### src/design/dtcs_pkg.sv
package dtcs_pkg;

  // configuration register indexes, byte address is 4 times the index
  localparam int unsigned CfgAddrW = 5;
  localparam logic [2:0] REG_STRAIGHT_STEP_LIMIT = 3'd0;
  localparam logic [2:0] REG_WAIT_TIME_MS        = 3'd1;
  localparam logic [2:0] REG_TURN_ANGLE_LIMIT    = 3'd2;
  localparam logic [2:0] REG_STRAIGHT_SPEED      = 3'd3;
  localparam logic [2:0] REG_TURN_SPEED          = 3'd4;

  // reset values of the configuration registers
  localparam logic [31:0] RST_STRAIGHT_STEP_LIMIT = 32'd1000;
  localparam logic [31:0] RST_WAIT_TIME_MS        = 32'd1000;
  localparam logic [15:0] RST_TURN_ANGLE_LIMIT    = 16'd16384;
  localparam logic signed [15:0] RST_STRAIGHT_SPEED = 16'sd1000;
  localparam logic signed [15:0] RST_TURN_SPEED     = 16'sd500;

  // stream payload widths
  localparam int unsigned InDataW  = 112;
  localparam int unsigned OutDataW = 32;

  // sequencer modes, one-hot
  typedef enum logic [2:0] {
    MODE_STRAIGHT = 3'b001,
    MODE_WAIT     = 3'b010,
    MODE_TURN     = 3'b100
  } mode_e;

  typedef struct packed {
    logic [31:0]        straight_step_limit;
    logic [31:0]        wait_time_ms;
    logic [15:0]        turn_angle_limit;
    logic signed [15:0] straight_speed;
    logic signed [15:0] turn_speed;
  } cfg_t;

  typedef struct packed {
    logic [31:0]        left_count;
    logic [31:0]        right_count;
    logic [31:0]        now_ms;
    logic signed [15:0] yaw_angle;
  } sample_t;

  typedef struct packed {
    logic signed [15:0] left_speed;
    logic signed [15:0] right_speed;
  } speed_t;

endpackage

### src/design/drive_turn_calibration_sequencer_unit.sv
// channel   | direction | transaction payload
// ----------+-----------+-----------------------------------------------------
// s_axis    | in        | tdata: left_count, right_count, now_ms, yaw_angle
// m_axis    | out       | tdata: left_speed, right_speed
// apb       | in/out    | five configuration registers at byte address 4*index
//
// one transaction per cycle sustained while m_axis_tready stays high; an
// accepted sample moves from the input register into the result register
// once the result register is empty or its result is being taken
// the sequencer state updates when a sample moves into the result register
// a stalled result keeps its register; the input register still takes one
// more sample, then s_axis_tready drops until the result is taken
// reset is asynchronous, active low, and clears all control state
module drive_turn_calibration_sequencer_unit (
  input  logic                               clk_i,
  input  logic                               rst_ni,
  // stream input
  input  logic                               s_axis_tvalid,
  output logic                               s_axis_tready,
  // left_count, right_count, now_ms, yaw_angle
  input  logic [dtcs_pkg::InDataW-1:0]       s_axis_tdata,
  // stream output
  output logic                               m_axis_tvalid,
  input  logic                               m_axis_tready,
  // left_speed, right_speed
  output logic [dtcs_pkg::OutDataW-1:0]      m_axis_tdata,
  // configuration
  input  logic                               psel,
  input  logic                               penable,
  input  logic                               pwrite,
  input  logic [dtcs_pkg::CfgAddrW-1:0]      paddr,
  input  logic [31:0]                        pwdata,
  output logic [31:0]                        prdata,
  output logic                               pready
);
  import dtcs_pkg::*;

  cfg_t    cfg;
  logic    in_valid_q, in_valid_d;
  sample_t in_q;
  logic    out_valid_q, out_valid_d;
  speed_t  out_q;
  speed_t  speed;
  logic    advance;
  logic    in_take;

  dtcs_cfg_regs u_cfg (
    .clk_i   (clk_i),
    .rst_ni  (rst_ni),
    .psel    (psel),
    .penable (penable),
    .pwrite  (pwrite),
    .paddr   (paddr),
    .pwdata  (pwdata),
    .prdata  (prdata),
    .pready  (pready),
    .cfg_o   (cfg)
  );

  // handshake between input register and result register
  assign advance       = in_valid_q & (~out_valid_q | m_axis_tready);
  assign s_axis_tready = ~in_valid_q | advance;
  assign in_take       = s_axis_tvalid & s_axis_tready;
  assign in_valid_d    = in_take | (in_valid_q & ~advance);
  assign out_valid_d   = advance | (out_valid_q & ~m_axis_tready);

  dtcs_step u_step (
    .clk_i    (clk_i),
    .rst_ni   (rst_ni),
    .cfg_i    (cfg),
    .step_i   (advance),
    .sample_i (in_q),
    .speed_o  (speed)
  );

  // valid flags
  always_ff @(posedge clk_i or negedge rst_ni) begin
    if (!rst_ni) begin
      in_valid_q  <= 1'b0;
      out_valid_q <= 1'b0;
    end else begin
      in_valid_q  <= in_valid_d;
      out_valid_q <= out_valid_d;
    end
  end

  // payload registers
  always_ff @(posedge clk_i) begin
    if (in_take) begin
      in_q.left_count  <= s_axis_tdata[31:0];
      in_q.right_count <= s_axis_tdata[63:32];
      in_q.now_ms      <= s_axis_tdata[95:64];
      in_q.yaw_angle   <= s_axis_tdata[111:96];
    end
    if (advance) begin
      out_q <= speed;
    end
  end

  assign m_axis_tvalid = out_valid_q;
  assign m_axis_tdata  = {out_q.right_speed, out_q.left_speed};

  // a waiting sample moves on whenever the result register is free
  a_no_bubble: assert property (@(posedge clk_i) disable iff (!rst_ni)
    in_valid_q && !out_valid_q |-> advance)
    else $error("sample held while result register empty");

  // a taken result with nothing behind it leaves the output empty
  a_drain: assert property (@(posedge clk_i) disable iff (!rst_ni)
    out_valid_q && m_axis_tready && !in_valid_q |=> !out_valid_q)
    else $error("result repeated after being taken");

  // a stalled result stays valid and unchanged
  a_out_hold: assert property (@(posedge clk_i) disable iff (!rst_ni)
    m_axis_tvalid && !m_axis_tready |=> m_axis_tvalid && $stable(m_axis_tdata))
    else $error("stalled result changed");

endmodule

### src/design/dtcs_cfg_regs.sv
module dtcs_cfg_regs (
  input  logic                           clk_i,
  input  logic                           rst_ni,
  input  logic                           psel,
  input  logic                           penable,
  input  logic                           pwrite,
  input  logic [dtcs_pkg::CfgAddrW-1:0]  paddr,
  input  logic [31:0]                    pwdata,
  output logic [31:0]                    prdata,
  output logic                           pready,
  output dtcs_pkg::cfg_t                 cfg_o
);
  import dtcs_pkg::*;

  cfg_t       cfg_q;
  logic       wr_en;
  logic [2:0] reg_idx;

  assign pready  = 1'b1;
  assign wr_en   = psel & penable & pwrite;
  assign reg_idx = paddr[CfgAddrW-1:2];
  assign cfg_o   = cfg_q;

  // register writes, values masked to the register width
  always_ff @(posedge clk_i or negedge rst_ni) begin
    if (!rst_ni) begin
      cfg_q.straight_step_limit <= RST_STRAIGHT_STEP_LIMIT;
      cfg_q.wait_time_ms        <= RST_WAIT_TIME_MS;
      cfg_q.turn_angle_limit    <= RST_TURN_ANGLE_LIMIT;
      cfg_q.straight_speed      <= RST_STRAIGHT_SPEED;
      cfg_q.turn_speed          <= RST_TURN_SPEED;
    end else if (wr_en) begin
      case (reg_idx)
        REG_STRAIGHT_STEP_LIMIT: cfg_q.straight_step_limit <= pwdata;
        REG_WAIT_TIME_MS:        cfg_q.wait_time_ms        <= pwdata;
        REG_TURN_ANGLE_LIMIT:    cfg_q.turn_angle_limit    <= pwdata[15:0];
        REG_STRAIGHT_SPEED:      cfg_q.straight_speed      <= pwdata[15:0];
        REG_TURN_SPEED:          cfg_q.turn_speed          <= pwdata[15:0];
        default: ;
      endcase
    end
  end

  // read back
  always_comb begin
    case (reg_idx)
      REG_STRAIGHT_STEP_LIMIT: prdata = cfg_q.straight_step_limit;
      REG_WAIT_TIME_MS:        prdata = cfg_q.wait_time_ms;
      REG_TURN_ANGLE_LIMIT:    prdata = {16'd0, cfg_q.turn_angle_limit};
      REG_STRAIGHT_SPEED:      prdata = {16'd0, cfg_q.straight_speed};
      REG_TURN_SPEED:          prdata = {16'd0, cfg_q.turn_speed};
      default:                 prdata = 32'd0;
    endcase
  end

endmodule

### src/design/dtcs_step.sv
module dtcs_step (
  input  logic             clk_i,
  input  logic             rst_ni,
  input  dtcs_pkg::cfg_t   cfg_i,
  input  logic             step_i,
  input  dtcs_pkg::sample_t sample_i,
  output dtcs_pkg::speed_t speed_o
);
  import dtcs_pkg::*;

  logic        started_q, started_d;
  mode_e       mode_q, mode_d;
  logic [31:0] left_start_q, left_start_d;
  logic [31:0] right_start_q, right_start_d;
  logic [31:0] wait_start_q, wait_start_d;
  logic [15:0] yaw_start_q, yaw_start_d;

  logic [31:0]        left_base, right_base;
  logic [31:0]        count_sum;
  logic               straight_done;
  logic               wait_done;
  logic [15:0]        yaw_diff;
  logic [16:0]        yaw_mag;
  logic               turn_done;
  logic signed [15:0] neg_turn;
  speed_t             speed;

  // first transaction after reset starts the drive from its own counts
  assign left_base  = started_q ? left_start_q  : sample_i.left_count;
  assign right_base = started_q ? right_start_q : sample_i.right_count;

  // end conditions of each mode
  assign count_sum     = (sample_i.left_count - left_base) + (sample_i.right_count - right_base);
  assign straight_done = {1'b0, count_sum[31:1]} >= cfg_i.straight_step_limit;
  assign wait_done     = (sample_i.now_ms - wait_start_q) >= cfg_i.wait_time_ms;
  assign yaw_diff      = sample_i.yaw_angle - yaw_start_q;
  assign yaw_mag       = yaw_diff[15] ? (17'h10000 - {1'b0, yaw_diff}) : {1'b0, yaw_diff};
  assign turn_done     = yaw_mag >= {1'b0, cfg_i.turn_angle_limit};
  assign neg_turn      = 16'sd0 - cfg_i.turn_speed;

  // mode sequencing and speed selection
  always_comb begin
    mode_d        = mode_q;
    left_start_d  = left_base;
    right_start_d = right_base;
    wait_start_d  = wait_start_q;
    yaw_start_d   = yaw_start_q;
    speed         = '0;
    case (mode_q)
      MODE_STRAIGHT: begin
        if (straight_done) begin
          mode_d       = MODE_WAIT;
          wait_start_d = sample_i.now_ms;
        end else begin
          speed.left_speed  = cfg_i.straight_speed;
          speed.right_speed = cfg_i.straight_speed;
        end
      end
      MODE_WAIT: begin
        if (wait_done) begin
          mode_d            = MODE_TURN;
          yaw_start_d       = sample_i.yaw_angle;
          speed.left_speed  = cfg_i.turn_speed;
          speed.right_speed = neg_turn;
        end
      end
      MODE_TURN: begin
        if (turn_done) begin
          mode_d            = MODE_STRAIGHT;
          left_start_d      = sample_i.left_count;
          right_start_d     = sample_i.right_count;
          speed.left_speed  = cfg_i.straight_speed;
          speed.right_speed = cfg_i.straight_speed;
        end else begin
          speed.left_speed  = cfg_i.turn_speed;
          speed.right_speed = neg_turn;
        end
      end
      default: ;
    endcase
  end

  assign started_d = 1'b1;
  assign speed_o   = speed;

  // sequencer state, updated once per transaction
  always_ff @(posedge clk_i or negedge rst_ni) begin
    if (!rst_ni) begin
      started_q     <= 1'b0;
      mode_q        <= MODE_STRAIGHT;
      left_start_q  <= '0;
      right_start_q <= '0;
      wait_start_q  <= '0;
      yaw_start_q   <= '0;
    end else if (step_i) begin
      started_q     <= started_d;
      mode_q        <= mode_d;
      left_start_q  <= left_start_d;
      right_start_q <= right_start_d;
      wait_start_q  <= wait_start_d;
      yaw_start_q   <= yaw_start_d;
    end
  end

  // no mode change before the first transaction
  a_idle_straight: assert property (@(posedge clk_i) disable iff (!rst_ni)
    !started_q |-> mode_q == MODE_STRAIGHT)
    else $error("mode left straight drive before first transaction");

  // an expired wait always moves on to the turn
  a_wait_to_turn: assert property (@(posedge clk_i) disable iff (!rst_ni)
    step_i && mode_q == MODE_WAIT && wait_done |=> mode_q == MODE_TURN)
    else $error("wait expired without entering turn");

  // standing still while the wait has not expired
  a_wait_zero: assert property (@(posedge clk_i) disable iff (!rst_ni)
    mode_q == MODE_WAIT && !wait_done |-> speed_o == '0)
    else $error("nonzero speed during wait");

  // the straight drive never ends on the first transaction unless the limit is zero
  a_first_straight: assert property (@(posedge clk_i) disable iff (!rst_ni)
    step_i && !started_q && cfg_i.straight_step_limit != 32'd0 |-> !straight_done)
    else $error("straight drive ended on its start sample");

endmodule
### config.mk
export PLATFORM = sky130hd
export DESIGN_NAME = drive_turn_calibration_sequencer_unit
export DESIGN_NICKNAME = d
export VERILOG_FILES = /design/src/design/dtcs_pkg.sv /design/src/design/drive_turn_calibration_sequencer_unit.sv /design/src/design/dtcs_cfg_regs.sv /design/src/design/dtcs_step.sv
export SDC_FILE = /design/constraint.sdc
export NUM_CORES = 1
export LEC_CHECK = 0
export ABC_AREA = 1
export BUFFER_PORTS_ARGS = -buffer_cell sky130_fd_sc_hd__buf_2
export CAP_MARGIN = 10
export CELL_PAD_IN_SITES_DETAIL_PLACEMENT = 0
export CELL_PAD_IN_SITES_GLOBAL_PLACEMENT = 1
export CORE_MARGIN = 10
export CORE_UTILIZATION = 42
export DETAILED_ROUTE_END_ITERATION = 16
export PLACE_DENSITY = 0.81
export SETUP_SLACK_MARGIN = 0.4
export SLEW_MARGIN = 5
export SYNTH_ARGS = -nofsm -noshare
export SYNTH_HDL_FRONTEND = slang
export SYNTH_SLANG_ARGS = --single-unit
### constraint.sdc
create_clock -name clk_i -period 6.5 [get_ports clk_i]
set_clock_uncertainty 0.15 [all_clocks]
set_input_delay 0.65 -clock clk_i [delete_from_list [all_inputs] [get_ports clk_i]]
set_output_delay 0.65 -clock clk_i [all_outputs]
set_load 0.01 [all_outputs]
==> impl_metrics.csv <==
group,metric,value,unit
timing,final.setup.worst_slack,0.7492,ns
routing,wl,70.11,mm
timing,slew_viol_final,0,
placement,pre_cts_slack,0.4937,ns
floorplan,pin_count,223,
cells_and_area,finalNetCount,3705,
timing,max_slew.worst_pin.slew,1.037,ns
setup_path,reg2reg_slack,0.75,ns
cts,clock_latency,0.58,ns
routing,ant_nets,0,
cts,htreeDepth,2,
placement,portBuffers,219,
yosys,synthFlopType,"dfrtp_1",
routing,drc,0,
setup_path,cp.required,6.76,ns
routing,first_pass_iters,5,
grt,antenna_found_initial,8,
floorplan,dieHeight,264.2,µm
floorplan,core-area,0.05902,mm²
grt,grtUsageTotal,19.68,%
cells_and_area,area_growth,13.17,%
grt,grt_pass1_vias,20240,
routing,vias_per_cell,4.996,
placement,hpwl,54.00,mm
timing,finalCritPeriodShare,88.47,%
setup_path,rr_worst_depth,22,
grt,grt_max_degree,130,
floorplan,design.die.area,0.06981,mm²
timing,setup_violations,0,
yosys,synth_fp_nets,3515,
timing,rsz0062_at_grt,"false",
timing,final_hold_viol_count,0,
setup_path,critPathLaunchType,"flip-flop",
yosys,yosysWarnings,0,
setup_path,cpPeakStageDelay,0.61,ns
setup_path,path_cells,"buf_4 -> buf_4 -> o21ai_0 -> fa_1 -> fa_1 -> ha_1 -> a21oi_1 -> nor2_1 -> a211oi_1 -> o21ai_0 -> a21oi_1 -> nand2_1 -> xor2_1 -> ha_1 -> a21o_1 -> a21oi_1 -> o21ai_0 -> nor2_1 -> nand3_1 -> inv_6 -> nand2_1 -> nand3_1",
yosys,syn-instance-count,3137,
setup_path,path_class,"flip-flop to flip-flop",
timing,finalSetupTns,0,ns
timing,slew_headroom,30.71,%
grt,grt_pass1_wl,110.7,mm
routing,drt_iter0_drc,1432,
cts,numCtsBuffers,44,
yosys,yosysMostFrequentCell,"nand2_1",
setup_path,reg2reg_to,"m_axis_tdata[5]$_DFFE_PP_",
yosys,ys_seq_area_share,40.25,%
timing,fmax,173.9,MHz
cts,clock_sinks,373,
worst_hold_path,hp-start,"s_axis_tdata[103]",
floorplan,die_w,264.2,µm
grt,grt.overflow.total,0,
yosys,synthArstFlopShare,61.66,%
yosys,synth_area_per_cell,7.985,µm²
yosys,synth-edff-count,143,
cts,ctsRootBufferMaster,"clkbuf_16",
placement,gp_congestion,0.9222,
setup_path,end_kind,"flip-flop",
routing,num_vias,20660,
worst_hold_path,min_to,"in_q[7]$_DFFE_PP_",
setup_path,cp_max_fo,17,
yosys,synth_commonest_cells,"nand2_1, inv_1, o21ai_0",
worst_hold_path,hold_path.class,"primary input to flip-flop",
cts,cts_max_path_buffers,3,
cts,tritoncts,"yes",
setup_path,worstReg2RegStart,"u_step.started_q$_DFFE_PN0P_",
setup_path,critical_path_arrival,6.02,ns
cells_and_area,fill_cells,5908,
routing,wl_per_cell,16.95,µm
job,max_cap_violations,0,
floorplan,start_util,42.44,%
worst_hold_path,hold_depth,1,
yosys,synth_cell_types,54,
yosys,syn_area,0.02505,mm²
cts,clk_transition_reported_paths,0.06,ns
floorplan,rows,89,
yosys,yosys.area.top_type,"dfrtp_1",
yosys,ys_seq_elements,373,
status,outcome,"finished, final reports clean",
yosys,ys_top_cells_by_area,"dfrtp_1, edfxtp_1, nand2_1",
setup_path,crit_path_top_delay_cell,"dfrtp_4",
cells_and_area,drive_gt1_share,12.08,%
yosys,yosys.area.top_type_share,20.38,%
timing,period_needed,5.751,ns
==> layout by cell type, fill, tap and decap left out, types with 5 or more instances in the layout <==
| master | count |
|---|---|
| o21bai_1 | 11 |
| clkbuf_1 | 8 |
| o21ai_1 | 46 |
| buf_4 | 15 |
| fa_1 | 64 |
| edfxtp_1 | 143 |
| inv_1 | 570 |
| nand2_1 | 770 |
| inv_2 | 7 |
| nor3_1 | 11 |
| buf_2 | 218 |
| dfstp_2 | 26 |
| a221oi_1 | 16 |
| o21ai_0 | 292 |
| a21oi_1 | 113 |
| a31oi_1 | 5 |
| nor2_1 | 158 |
| clkinv_1 | 5 |
| clkbuf_16 | 45 |
| o22ai_2 | 19 |
| nand2_2 | 14 |
| xor2_1 | 60 |
| clkinv_2 | 8 |
| ha_1 | 158 |
| o22ai_1 | 31 |
| o21a_1 | 8 |
| nand3_2 | 5 |
| xnor2_1 | 21 |
| nand4_1 | 24 |
| nor4_1 | 6 |
| dfrtp_1 | 203 |
| o211ai_1 | 16 |
| buf_12 | 5 |
| nand3_1 | 183 |
| a21o_1 | 13 |
==> stage by stage <==
step / util, % / instances / cell area (µm²) / hold WS, ns
3_5_place_dp: 45.56 / 4051 / 26890 / 0.3240
4_1_cts: 47.94 / 4132 / 28290 / 0.05867
3_3_place_gp: 45.56 / 4051 / 26890 / 0.3166
6_report: 48.03 / 4136 / 28350 / 0.09519
5_1_grt: 48.03 / 4134 / 28340 / 0.07164
2_1_floorplan: - / 3137 / 25050 / 0.2044
==> what timing repair did <==
| item | in CTS | in global routing |
|---|---|---|
| gates resized for setup | 0 | 6 |
| hold buffers | 1 | 0 |
| hold endpoints to repair | 10 | 0 |
| setup buffers | 0 | 2 |
| endpoints found under the setup margin | 0 | 64 |
==> flip-flops by register name (all words and copies together) (netlist names) <==
signal,count
u_step.yaw_start_q,16
in_q,112
u_step.left_start_q,32
u_step.right_start_q,32
u_step.started_q,1
m_axis_tdata,31
m_axis_tvalid,1
in_valid_q,1
u_cfg.cfg_o,112
u_step.mode_q,3
u_step.wait_start_q,32
==> kinds of logic (layout without fill, tap and decap cells) <==
| group | count (synthesis) | count (layout) | synth area share [%] |
|---|---|---|---|
| xor gates and xnor gates | 81 | 81 | 2.832 |
| other | 1 | 3 | 0.01497 |
| buffers and inverters | 678 | 902 | 10.59 |
| and+or+nand+nor | 1194 | 1194 | 19.87 |
| DFF | 373 | 373 | 40.25 |
| adders and majority gates | 222 | 222 | 13.01 |
| AOI/OAI and AO/OA | 588 | 588 | 13.43 |
==> critical path, delay by kind of cell, from the launching register on <==
kind / cells / cell delay, ns
AO/OA/AOI/OAI: 8 / 1.39
XOR/XNOR: 1 / 0.23
AND/OR/NAND/NOR: 6 / 0.81
buffers and inverters: 3 / 0.69
adder cells (fa/ha/maj): 4 / 1.67
flip-flops: 1 / 0.61
==> area by class of cell <==
class	count	area, µm²	area share, %
Sequential cell	373	10090	35.58
Multi-Input combinational cell	2086	12350	43.58
Inverter	581	2196	7.746
Tap cell	773	967.2	3.412
Clock buffer	57	1211	4.272
Antenna cell	2	5.005	0.01765
Clock inverter	23	186.4	0.6576
Timing Repair Buffer	241	1344	4.740
==> routing by layer <==
metal / wire [µm] / up-vias / track usage (%)
met5: 91 / - / 0
met4: 1586 / 14 / 5.174
met3: 4410 / 103 / 4.400
met2: 32760 / 505 / 32.48
met1: 31260 / 9541 / 25.65
li1: - / 10500 / -
==> how the worst max path moves through the flow <==
stage / to / cells after the start / from
global placement: m_axis_tdata[5]$_DFFE_PP_ / 26 / u_step.started_q$_DFFE_PN0P_
detailed placement: m_axis_tdata[5]$_DFFE_PP_ / 23 / u_step.started_q$_DFFE_PN0P_
finish: m_axis_tdata[5]$_DFFE_PP_ / 22 / u_step.started_q$_DFFE_PN0P_
CTS: m_axis_tdata[5]$_DFFE_PP_ / 23 / u_step.started_q$_DFFE_PN0P_
floorplan: m_axis_tdata[10]$_DFFE_PP_ / 31 / u_step.started_q$_DFFE_PN0P_
global route: m_axis_tdata[0]$_DFFE_PP_ / 26 / u_step.started_q$_DFFE_PN0P_
Power is left out: the tool's default activity adds up to more than one toggle a clock period on the data nets, which glitch-free logic cannot reach.
